==> config.mk <==
export PLATFORM = sky130hd
export DESIGN_NAME = ring_deque_with_delete
export DESIGN_NICKNAME = d
export VERILOG_FILES = /design/src/hdl/rdqd_pkg.sv /design/src/hdl/rdqd_ram.sv /design/src/hdl/rdqd_ctrl.sv /design/src/hdl/rdqd_dpath.sv /design/src/hdl/ring_deque_with_delete.sv
export SDC_FILE = /design/constraint.sdc
export NUM_CORES = 1
export LEC_CHECK = 0
export BUFFER_PORTS_ARGS = -buffer_cell sky130_fd_sc_hd__buf_2
export CORE_MARGIN = 4
export CORE_UTILIZATION = 60
export DETAILED_ROUTE_END_ITERATION = 10
export GPL_TIMING_DRIVEN = 0
export PLACE_DENSITY = 0.77
export SYNTH_ARGS = -nofsm -noshare
export SYNTH_HDL_FRONTEND = slang
export SYNTH_HIERARCHICAL = 1
export SYNTH_SLANG_ARGS = --single-unit
export TNS_END_PERCENT = 1
==> constraint.sdc <==
create_clock -name clk -period 7.65 [get_ports clk]
set_input_delay 2.295 -clock clk [delete_from_list [all_inputs] [get_ports clk]]
set_output_delay 2.295 -clock clk [all_outputs]
set_load 0.01 [all_outputs]
==> src/hdl/rdqd_pkg.sv <==
// ----------------------------------------------------------------------------
// rdqd_pkg
// shared types for the ring deque: word formats, operation codes and the
// command and status groups between controller and datapath
// ----------------------------------------------------------------------------
package rdqd_pkg;

  localparam int unsigned OP_W    = 3;
  localparam int unsigned DATA_W  = 32;
  localparam int unsigned COUNT_W = 5;

  typedef enum logic [OP_W-1:0] {
    OP_PUSH     = 3'd0,
    OP_POP_NEW  = 3'd1,
    OP_POP_OLD  = 3'd2,
    OP_DELETE   = 3'd3,
    OP_CLEAR    = 3'd4
  } op_t;

  typedef struct packed {
    logic [OP_W-1:0]   operation;
    logic [DATA_W-1:0] data_in;
  } in_word_t;

  typedef struct packed {
    logic               ok;
    logic [DATA_W-1:0]  data_out;
    logic [COUNT_W-1:0] count;
    logic               full_res;
    logic               empty_res;
  } out_word_t;

  typedef enum logic [1:0] {
    RES_FAIL = 2'd0,
    RES_OK   = 2'd1,
    RES_READ = 2'd2,
    RES_DEL  = 2'd3
  } res_src_t;

  typedef enum logic [2:0] {
    ST_IDLE = 3'b001,
    ST_POP  = 3'b010,
    ST_DEL  = 3'b100
  } state_t;

  typedef struct packed {
    logic     push;
    logic     pop_new;
    logic     pop_old;
    logic     clear;
    logic     del_start;
    logic     del_run;
    logic     load_out;
    res_src_t res_src;
  } ctl_cmd_t;

  typedef struct packed {
    logic empty;
    logic full;
    logic del_busy;
    logic out_free;
  } dp_sts_t;

endpackage

==> src/hdl/rdqd_ram.sv <==
// ----------------------------------------------------------------------------
// rdqd_ram
// generic single write port, single read port ram with registered read data
// ----------------------------------------------------------------------------
module rdqd_ram #(
  parameter int unsigned WIDTH = 32,
  parameter int unsigned DEPTH = 16
) (
  input  logic                     clk,
  input  logic                     wr_en,
  input  logic [$clog2(DEPTH)-1:0] wr_addr,
  input  logic [WIDTH-1:0]         wr_data,
  input  logic                     rd_en,
  input  logic [$clog2(DEPTH)-1:0] rd_addr,
  output logic [WIDTH-1:0]         rd_data
);

  logic [WIDTH-1:0] mem [DEPTH];
  logic [WIDTH-1:0] rd_data_r;

  always_ff @(posedge clk) begin
    if (wr_en) begin
      mem[wr_addr] <= wr_data;
    end
    if (rd_en) begin
      rd_data_r <= mem[rd_addr];
    end
  end

  assign rd_data = rd_data_r;

endmodule

==> src/hdl/rdqd_ctrl.sv <==
// ----------------------------------------------------------------------------
// rdqd_ctrl
// sequencer: decodes the operation of an accepted word and steps the
// datapath through pop reads and the delete walk
// ----------------------------------------------------------------------------
module rdqd_ctrl
  import rdqd_pkg::*;
(
  input  logic            clk,
  input  logic            rst_n,
  input  logic            in_valid,
  output logic            in_stall,
  input  logic [OP_W-1:0] operation,
  input  dp_sts_t         sts,
  output ctl_cmd_t        cmd
);

  state_t state_r;
  state_t state_nxt;
  logic   accept;

  always_comb begin
    cmd       = '0;
    cmd.res_src = RES_FAIL;
    state_nxt = state_r;
    in_stall  = 1'b1;
    accept    = 1'b0;
    unique case (state_r)
      ST_IDLE: begin
        in_stall = !sts.out_free;
        accept   = in_valid && sts.out_free;
        if (accept) begin
          unique case (op_t'(operation))
            OP_PUSH: begin
              cmd.push     = !sts.full;
              cmd.load_out = 1'b1;
              cmd.res_src  = sts.full ? RES_FAIL : RES_OK;
            end
            OP_POP_NEW: begin
              if (sts.empty) begin
                cmd.load_out = 1'b1;
              end else begin
                cmd.pop_new = 1'b1;
                state_nxt   = ST_POP;
              end
            end
            OP_POP_OLD: begin
              if (sts.empty) begin
                cmd.load_out = 1'b1;
              end else begin
                cmd.pop_old = 1'b1;
                state_nxt   = ST_POP;
              end
            end
            OP_DELETE: begin
              cmd.del_start = 1'b1;
              state_nxt     = ST_DEL;
            end
            OP_CLEAR: begin
              cmd.clear    = 1'b1;
              cmd.load_out = 1'b1;
              cmd.res_src  = sts.empty ? RES_FAIL : RES_OK;
            end
            default: begin
              cmd.load_out = 1'b1;
            end
          endcase
        end
      end
      ST_POP: begin
        cmd.load_out = 1'b1;
        cmd.res_src  = RES_READ;
        state_nxt    = ST_IDLE;
      end
      ST_DEL: begin
        cmd.del_run = 1'b1;
        if (!sts.del_busy) begin
          cmd.load_out = 1'b1;
          cmd.res_src  = RES_DEL;
          state_nxt    = ST_IDLE;
        end
      end
      default: begin
        state_nxt = ST_IDLE;
      end
    endcase
  end

  always_ff @(posedge clk) begin
    if (!rst_n) begin
      state_r <= ST_IDLE;
    end else begin
      state_r <= state_nxt;
    end
  end

endmodule

==> src/hdl/rdqd_dpath.sv <==
// ----------------------------------------------------------------------------
// rdqd_dpath
// slot pointers, occupancy, entry ram, delete walk pipeline and the
// output word register
// ----------------------------------------------------------------------------
module rdqd_dpath
  import rdqd_pkg::*;
#(
  parameter int unsigned DEPTH      = 16,
  parameter int unsigned ENTRY_BITS = 32
) (
  input  logic              clk,
  input  logic              rst_n,
  input  logic [DATA_W-1:0] data_in,
  input  ctl_cmd_t          cmd,
  output dp_sts_t           sts,
  output logic              out_valid,
  input  logic              out_stall,
  output out_word_t         out_word
);

  localparam int unsigned PTR_W = $clog2(DEPTH);
  localparam int unsigned CNT_W = $clog2(DEPTH + 1);
  localparam logic [PTR_W-1:0] LAST_SLOT = PTR_W'(DEPTH - 1);
  localparam logic [CNT_W-1:0] FULL_CNT  = CNT_W'(DEPTH);

  logic [PTR_W-1:0]      newest_r, newest_nxt;
  logic [PTR_W-1:0]      oldest_r, oldest_nxt;
  logic [CNT_W-1:0]      count_r, count_nxt;
  logic [CNT_W-1:0]      rd_left_r, rd_left_nxt;
  logic                  rvalid_r, removed_r, removed_nxt;
  logic [ENTRY_BITS-1:0] key_r, key_nxt;
  logic                  out_valid_r, out_valid_nxt;
  out_word_t             out_word_r, out_word_nxt;

  logic [ENTRY_BITS-1:0] din_e;
  logic [ENTRY_BITS-1:0] rd_data;
  logic [DATA_W-1:0]     rd_word;
  logic [COUNT_W-1:0]    count_field;
  logic                  del_issue, keep, drop;
  logic                  wr_en, rd_en;
  logic [PTR_W-1:0]      wr_addr, rd_addr;
  logic [ENTRY_BITS-1:0] wr_data;
  logic [PTR_W-1:0]      newest_inc, newest_dec, oldest_inc;

  generate
    if (ENTRY_BITS > DATA_W) begin : g_wide
      assign din_e   = {{(ENTRY_BITS-DATA_W){1'b0}}, data_in};
      assign rd_word = rd_data[DATA_W-1:0];
    end else if (ENTRY_BITS == DATA_W) begin : g_same
      assign din_e   = data_in;
      assign rd_word = rd_data;
    end else begin : g_narrow
      assign din_e   = data_in[ENTRY_BITS-1:0];
      assign rd_word = {{(DATA_W-ENTRY_BITS){1'b0}}, rd_data};
    end
    if (CNT_W >= COUNT_W) begin : g_cnt_wide
      assign count_field = count_nxt[COUNT_W-1:0];
    end else begin : g_cnt_narrow
      assign count_field = {{(COUNT_W-CNT_W){1'b0}}, count_nxt};
    end
  endgenerate

  assign newest_inc = (newest_r == LAST_SLOT) ? '0 : newest_r + PTR_W'(1);
  assign newest_dec = (newest_r == '0) ? LAST_SLOT : newest_r - PTR_W'(1);
  assign oldest_inc = (oldest_r == LAST_SLOT) ? '0 : oldest_r + PTR_W'(1);

  assign del_issue = cmd.del_run && (rd_left_r != '0);
  assign keep      = cmd.del_run && rvalid_r && (rd_data != key_r);
  assign drop      = cmd.del_run && rvalid_r && (rd_data == key_r);

  assign wr_en   = cmd.push || keep;
  assign wr_addr = newest_r;
  assign wr_data = cmd.push ? din_e : rd_data;
  assign rd_en   = cmd.pop_new || cmd.pop_old || del_issue;
  assign rd_addr = cmd.pop_new ? newest_dec : oldest_r;

  rdqd_ram #(
    .WIDTH (ENTRY_BITS),
    .DEPTH (DEPTH)
  ) u_ram (
    .clk     (clk),
    .wr_en   (wr_en),
    .wr_addr (wr_addr),
    .wr_data (wr_data),
    .rd_en   (rd_en),
    .rd_addr (rd_addr),
    .rd_data (rd_data)
  );

  always_comb begin
    newest_nxt  = newest_r;
    oldest_nxt  = oldest_r;
    count_nxt   = count_r;
    rd_left_nxt = rd_left_r;
    removed_nxt = removed_r;
    key_nxt     = key_r;
    if (cmd.push || keep) begin
      newest_nxt = newest_inc;
    end else if (cmd.pop_new) begin
      newest_nxt = newest_dec;
    end
    if (cmd.pop_old || del_issue) begin
      oldest_nxt = oldest_inc;
    end else if (cmd.clear) begin
      oldest_nxt = newest_r;
    end
    if (cmd.push) begin
      count_nxt = count_r + CNT_W'(1);
    end else if (cmd.pop_new || cmd.pop_old || drop) begin
      count_nxt = count_r - CNT_W'(1);
    end else if (cmd.clear) begin
      count_nxt = '0;
    end
    if (cmd.del_start) begin
      rd_left_nxt = count_r;
      removed_nxt = 1'b0;
      key_nxt     = din_e;
    end else begin
      if (del_issue) begin
        rd_left_nxt = rd_left_r - CNT_W'(1);
      end
      if (drop) begin
        removed_nxt = 1'b1;
      end
    end
  end

  always_comb begin
    out_valid_nxt = out_valid_r && out_stall;
    out_word_nxt  = out_word_r;
    if (cmd.load_out) begin
      out_valid_nxt          = 1'b1;
      out_word_nxt.data_out  = '0;
      out_word_nxt.count     = count_field;
      out_word_nxt.full_res  = (count_nxt == FULL_CNT);
      out_word_nxt.empty_res = (count_nxt == '0);
      case (cmd.res_src)
        RES_OK: begin
          out_word_nxt.ok = 1'b1;
        end
        RES_READ: begin
          out_word_nxt.ok       = 1'b1;
          out_word_nxt.data_out = rd_word;
        end
        RES_DEL: begin
          out_word_nxt.ok = removed_r;
        end
        default: begin
          out_word_nxt.ok = 1'b0;
        end
      endcase
    end
  end

  always_ff @(posedge clk) begin
    if (!rst_n) begin
      newest_r    <= '0;
      oldest_r    <= '0;
      count_r     <= '0;
      rd_left_r   <= '0;
      rvalid_r    <= 1'b0;
      removed_r   <= 1'b0;
      out_valid_r <= 1'b0;
    end else begin
      newest_r    <= newest_nxt;
      oldest_r    <= oldest_nxt;
      count_r     <= count_nxt;
      rd_left_r   <= rd_left_nxt;
      rvalid_r    <= del_issue;
      removed_r   <= removed_nxt;
      out_valid_r <= out_valid_nxt;
    end
  end

  always_ff @(posedge clk) begin
    key_r      <= key_nxt;
    out_word_r <= out_word_nxt;
  end

  assign sts.empty    = (count_r == '0);
  assign sts.full     = (count_r == FULL_CNT);
  assign sts.del_busy = (rd_left_r != '0) || rvalid_r;
  assign sts.out_free = !out_valid_r || !out_stall;

  assign out_valid = out_valid_r;
  assign out_word  = out_word_r;

endmodule

==> src/hdl/ring_deque_with_delete.sv <==
// ----------------------------------------------------------------------------
// ring_deque_with_delete
// circular store usable as stack or queue, with delete of all matching
// entries and clear
//
// in_word carries an operation code and a data word; every accepted word
// returns exactly one out_word with ok flag, read data, count and full and
// empty flags. push, clear and unused codes answer in the cycle after accept;
// pops answer through the registered ram read port and then the output
// register. delete walks the held entries through the ram read port, one
// entry per cycle with the compare in the cycle after each read, and answers
// through the output register once the walk is done. a new word is taken
// as soon as the previous one has finished and the output register is free
// or being emptied in the same cycle. reset empties the store with both
// slot pointers at zero; entries are not cleared. a stalled out_word holds,
// and in_stall rises until the output register drains.
// ----------------------------------------------------------------------------
module ring_deque_with_delete
  import rdqd_pkg::*;
#(
  parameter int unsigned DEPTH      = 16,
  parameter int unsigned ENTRY_BITS = 32
) (
  input  logic      clk,
  input  logic      rst_n,
  input  logic      in_valid,
  output logic      in_stall,
  input  in_word_t  in_word,
  output logic      out_valid,
  input  logic      out_stall,
  output out_word_t out_word
);

  ctl_cmd_t cmd;
  dp_sts_t  sts;

  rdqd_ctrl u_ctrl (
    .clk       (clk),
    .rst_n     (rst_n),
    .in_valid  (in_valid),
    .in_stall  (in_stall),
    .operation (in_word.operation),
    .sts       (sts),
    .cmd       (cmd)
  );

  rdqd_dpath #(
    .DEPTH      (DEPTH),
    .ENTRY_BITS (ENTRY_BITS)
  ) u_dpath (
    .clk       (clk),
    .rst_n     (rst_n),
    .data_in   (in_word.data_in),
    .cmd       (cmd),
    .sts       (sts),
    .out_valid (out_valid),
    .out_stall (out_stall),
    .out_word  (out_word)
  );

endmodule

==> flow_summary.ini <==
[outcome]
status = finished, final reports clean

[setup_path]
rrSetupSlack_ps = 2890
crit_fanout = 10
crit_path_end_kind = flop
critPathRequiredTime_ps = 7970
critPathLaunchType = input pin
arrival_ps = 6190
crit_type = in2reg

[final_layout]
insertedDiodeCount = 0
nets = 1506
instances_no_fill = 2037
drive_gt1_share_pct = 27.31
fillers = 2396
area_delta_synth_final_pct = 14.84
fin_util_pct = 70.32

[floorplan]
die_width_microns = 213.1
dieHeight_microns = 213.1
start_util_pct = 61.23
row_count = 74
die_area_sq_mm = 0.04539
core-area_sq_mm = 0.04120
io_pins = 81

[timing]
period_minus_slack_ps = 5867
slew_violations = 0
relSlewSlack_pct = 21.22
finalSetupTns_ps = 0
post-route-period-util_pct = 76.69
worstMarginPinSlew_ps = 1175
clock.fmax_mhz = 170.4
final-hold-violation-count = 0
setup_viol = 0
rsz0062_at_grt = no
fin_worst_skew_ps = 22.57

[clocking]
cts_buffers = 61
root_buffer = clkbuf_16
clockBufferDepth = 3
cts_tree = built
h-tree-depth = 2
numClockSinks = 640
hold_buffers = 0
cts_resized = 0
clock_latency_ps = 630
cts_setup_buffers = 0
path_clk_slew_ps = 60

[power]
comb_power_share_pct = 3.2
p_int_mw = 5.681
swShare_pct = 19.87
powerDensity_mw_per_mm2 = 244.7
power_mw = 7.090
vdd_ir_drop_max_mv = 0.1774
leakagePower_nw = 9.322
switching_power_mw = 1.409
pwr-share-clk_pct = 42.3
seqPwrFrac_pct = 54.5

[synth]
synth_fp_nets = 1328
synth_cell_type_count = 63
yosys-top-cells-count = 616 x edfxtp_1, 128 x mux4_2, 68 x nand2_1
yosysWarnings = 6
synth.area.top_cells = edfxtp_1 73%, mux4_2 11%, dfxtp_1 1.9%, a22oi_1 1.9%, mux2_2 1.6%
synth_top_area_cell = edfxtp_1
syn_avg_cell_area_sq_um = 19.76
synth_top_area_share_pct = 73.32
async_reset_ff_share_pct = 0
yosysMostFrequentCell = edfxtp_1
syn_area_sq_mm = 0.02523
synth_seq_area_share_pct = 75.23
netlist_instances = 1277
synth-edff-count = 616
ys.flop_type = edfxtp_1
ys_ff_latch = 640

[hold_path]
hold_class = reg2reg

[grt]
grt_usage_pct = 27.10
grt_max_degree = 25
grt_pass1_wl_mm = 88.58
grt_pass1_vias = 13310
antenna_found_initial = 0
grt_overflow = 0

[detailed_routing]
ant_nets = 0
drtIter0Drc = 2038
route.final.wire_length_mm = 60.38
drcViolationCount = 0
avgRoutedWirePerCell_microns = 29.64
vias = 13440
drt-vias-per-instance = 6.600
drt_pre_antenna_iters = 5

[placement]
port_buffers = 80
place_inst = 1924
gp_congestion = 0.8190
dp_hpwl_mm = 38.02

[flow_run]
cap_violations = 0
-- per-layer routing --
metal,wire [microns],global-route usage [%]
met3,5569,4.672
met1,22860,38.27
met2,30160,44.04
met4,1789,9.040
met5,0,0
-- flip-flops by register name, summed over array words and instances (netlist names) --
signal,flops
u_ctrl/state_r,3
u_dpath/count_r,5
u_dpath/key_r,32
u_dpath/newest_r,4
u_dpath/oldest_r,4
u_dpath/out_valid,1
u_dpath/out_word,40
u_dpath/rd_left_r,5
u_dpath/removed_r,1
u_dpath/rvalid_r,1
u_dpath/u_ram/mem,512
u_dpath/u_ram/rd_data,32
-- final cells by class --
class	count	area [sq um]	area share [%]
flip-flops and latches	640	18980	65.51
multi-input cells	561	6047	20.87
clock buffers	73	1593	5.498
repair buffers	115	963.4	3.325
well taps	532	665.6	2.298
clock inverters	40	389.1	1.343
plain buffers	61	279.0	0.9631
inverters	15	56.30	0.1943
-- placed cells by master, fill, tap and decap left out, types with 15 or more instances in the layout --
master,instances
dfxtp_1,24
and2_1,45
o21ai_0,15
xor2_1,28
a22oi_1,64
clkinv_1,20
buf_4,16
buf_2,87
nand2_1,67
clkbuf_1,43
clkbuf_16,62
edfxtp_1,616
mux4_2,128
mux2_2,35
-- worst paths after layout --
path	from	end	cells past startpoint
min reg2reg	u_dpath/removed_r	u_dpath/removed_r	2
min	u_dpath/removed_r	u_dpath/removed_r	2
max reg2reg	u_dpath/count_r[0]	u_dpath/u_ram/rd_data[15]	13
max	out_stall	u_dpath/u_ram/mem[0][15]	12
-- worst max-delay path, cell delays in order --
cell and delay (ps):
buf_2 100, nand2_1 90, nand2_1 130, or4b_4 580
nor3_2 250, buf_1 560, nor2_4 160, inv_2 140
or3b_2 590, nor3_2 790, buf_6 290, buf_6 190
-- per-stage QoR --
step	setup WS [ps]	hold WS, ps	cell area, sq um
global placement	-2958	505.7	26290
detailed placement	1188	508.1	26990
finish	1783	517.2	28970
floorplan	733.4	474.8	25230
CTS	1838	517.1	28970
global route	1632	552.0	28970
-- power by group through the flow --
stage	Sequential [mW]	Clock, mW	Combinational (mW)
6_report	3.86	3.00	0.229
5_1_grt	3.86	3.20	0.247
4_1_cts	3.86	3.04	0.229
3_5_place_dp	3.94	0	0.227
3_3_place_gp	3.94	0	0.206
2_1_floorplan	3.95	0	0.116
-- kinds of logic after synthesis --
family                     Yosys count  share of synthesized area, %
DFF                                640                         75.23
and+or+nand+nor                    212                         4.503
muxes                              171                         13.32
AOI/OAI and AO/OA                  127                         3.670
buffers and inverters               76                         1.329
xor gates and xnor gates            39                         1.354
adders and majority gates           12                        0.5951
No activity file was read; power rests on OpenSTA's default activity.
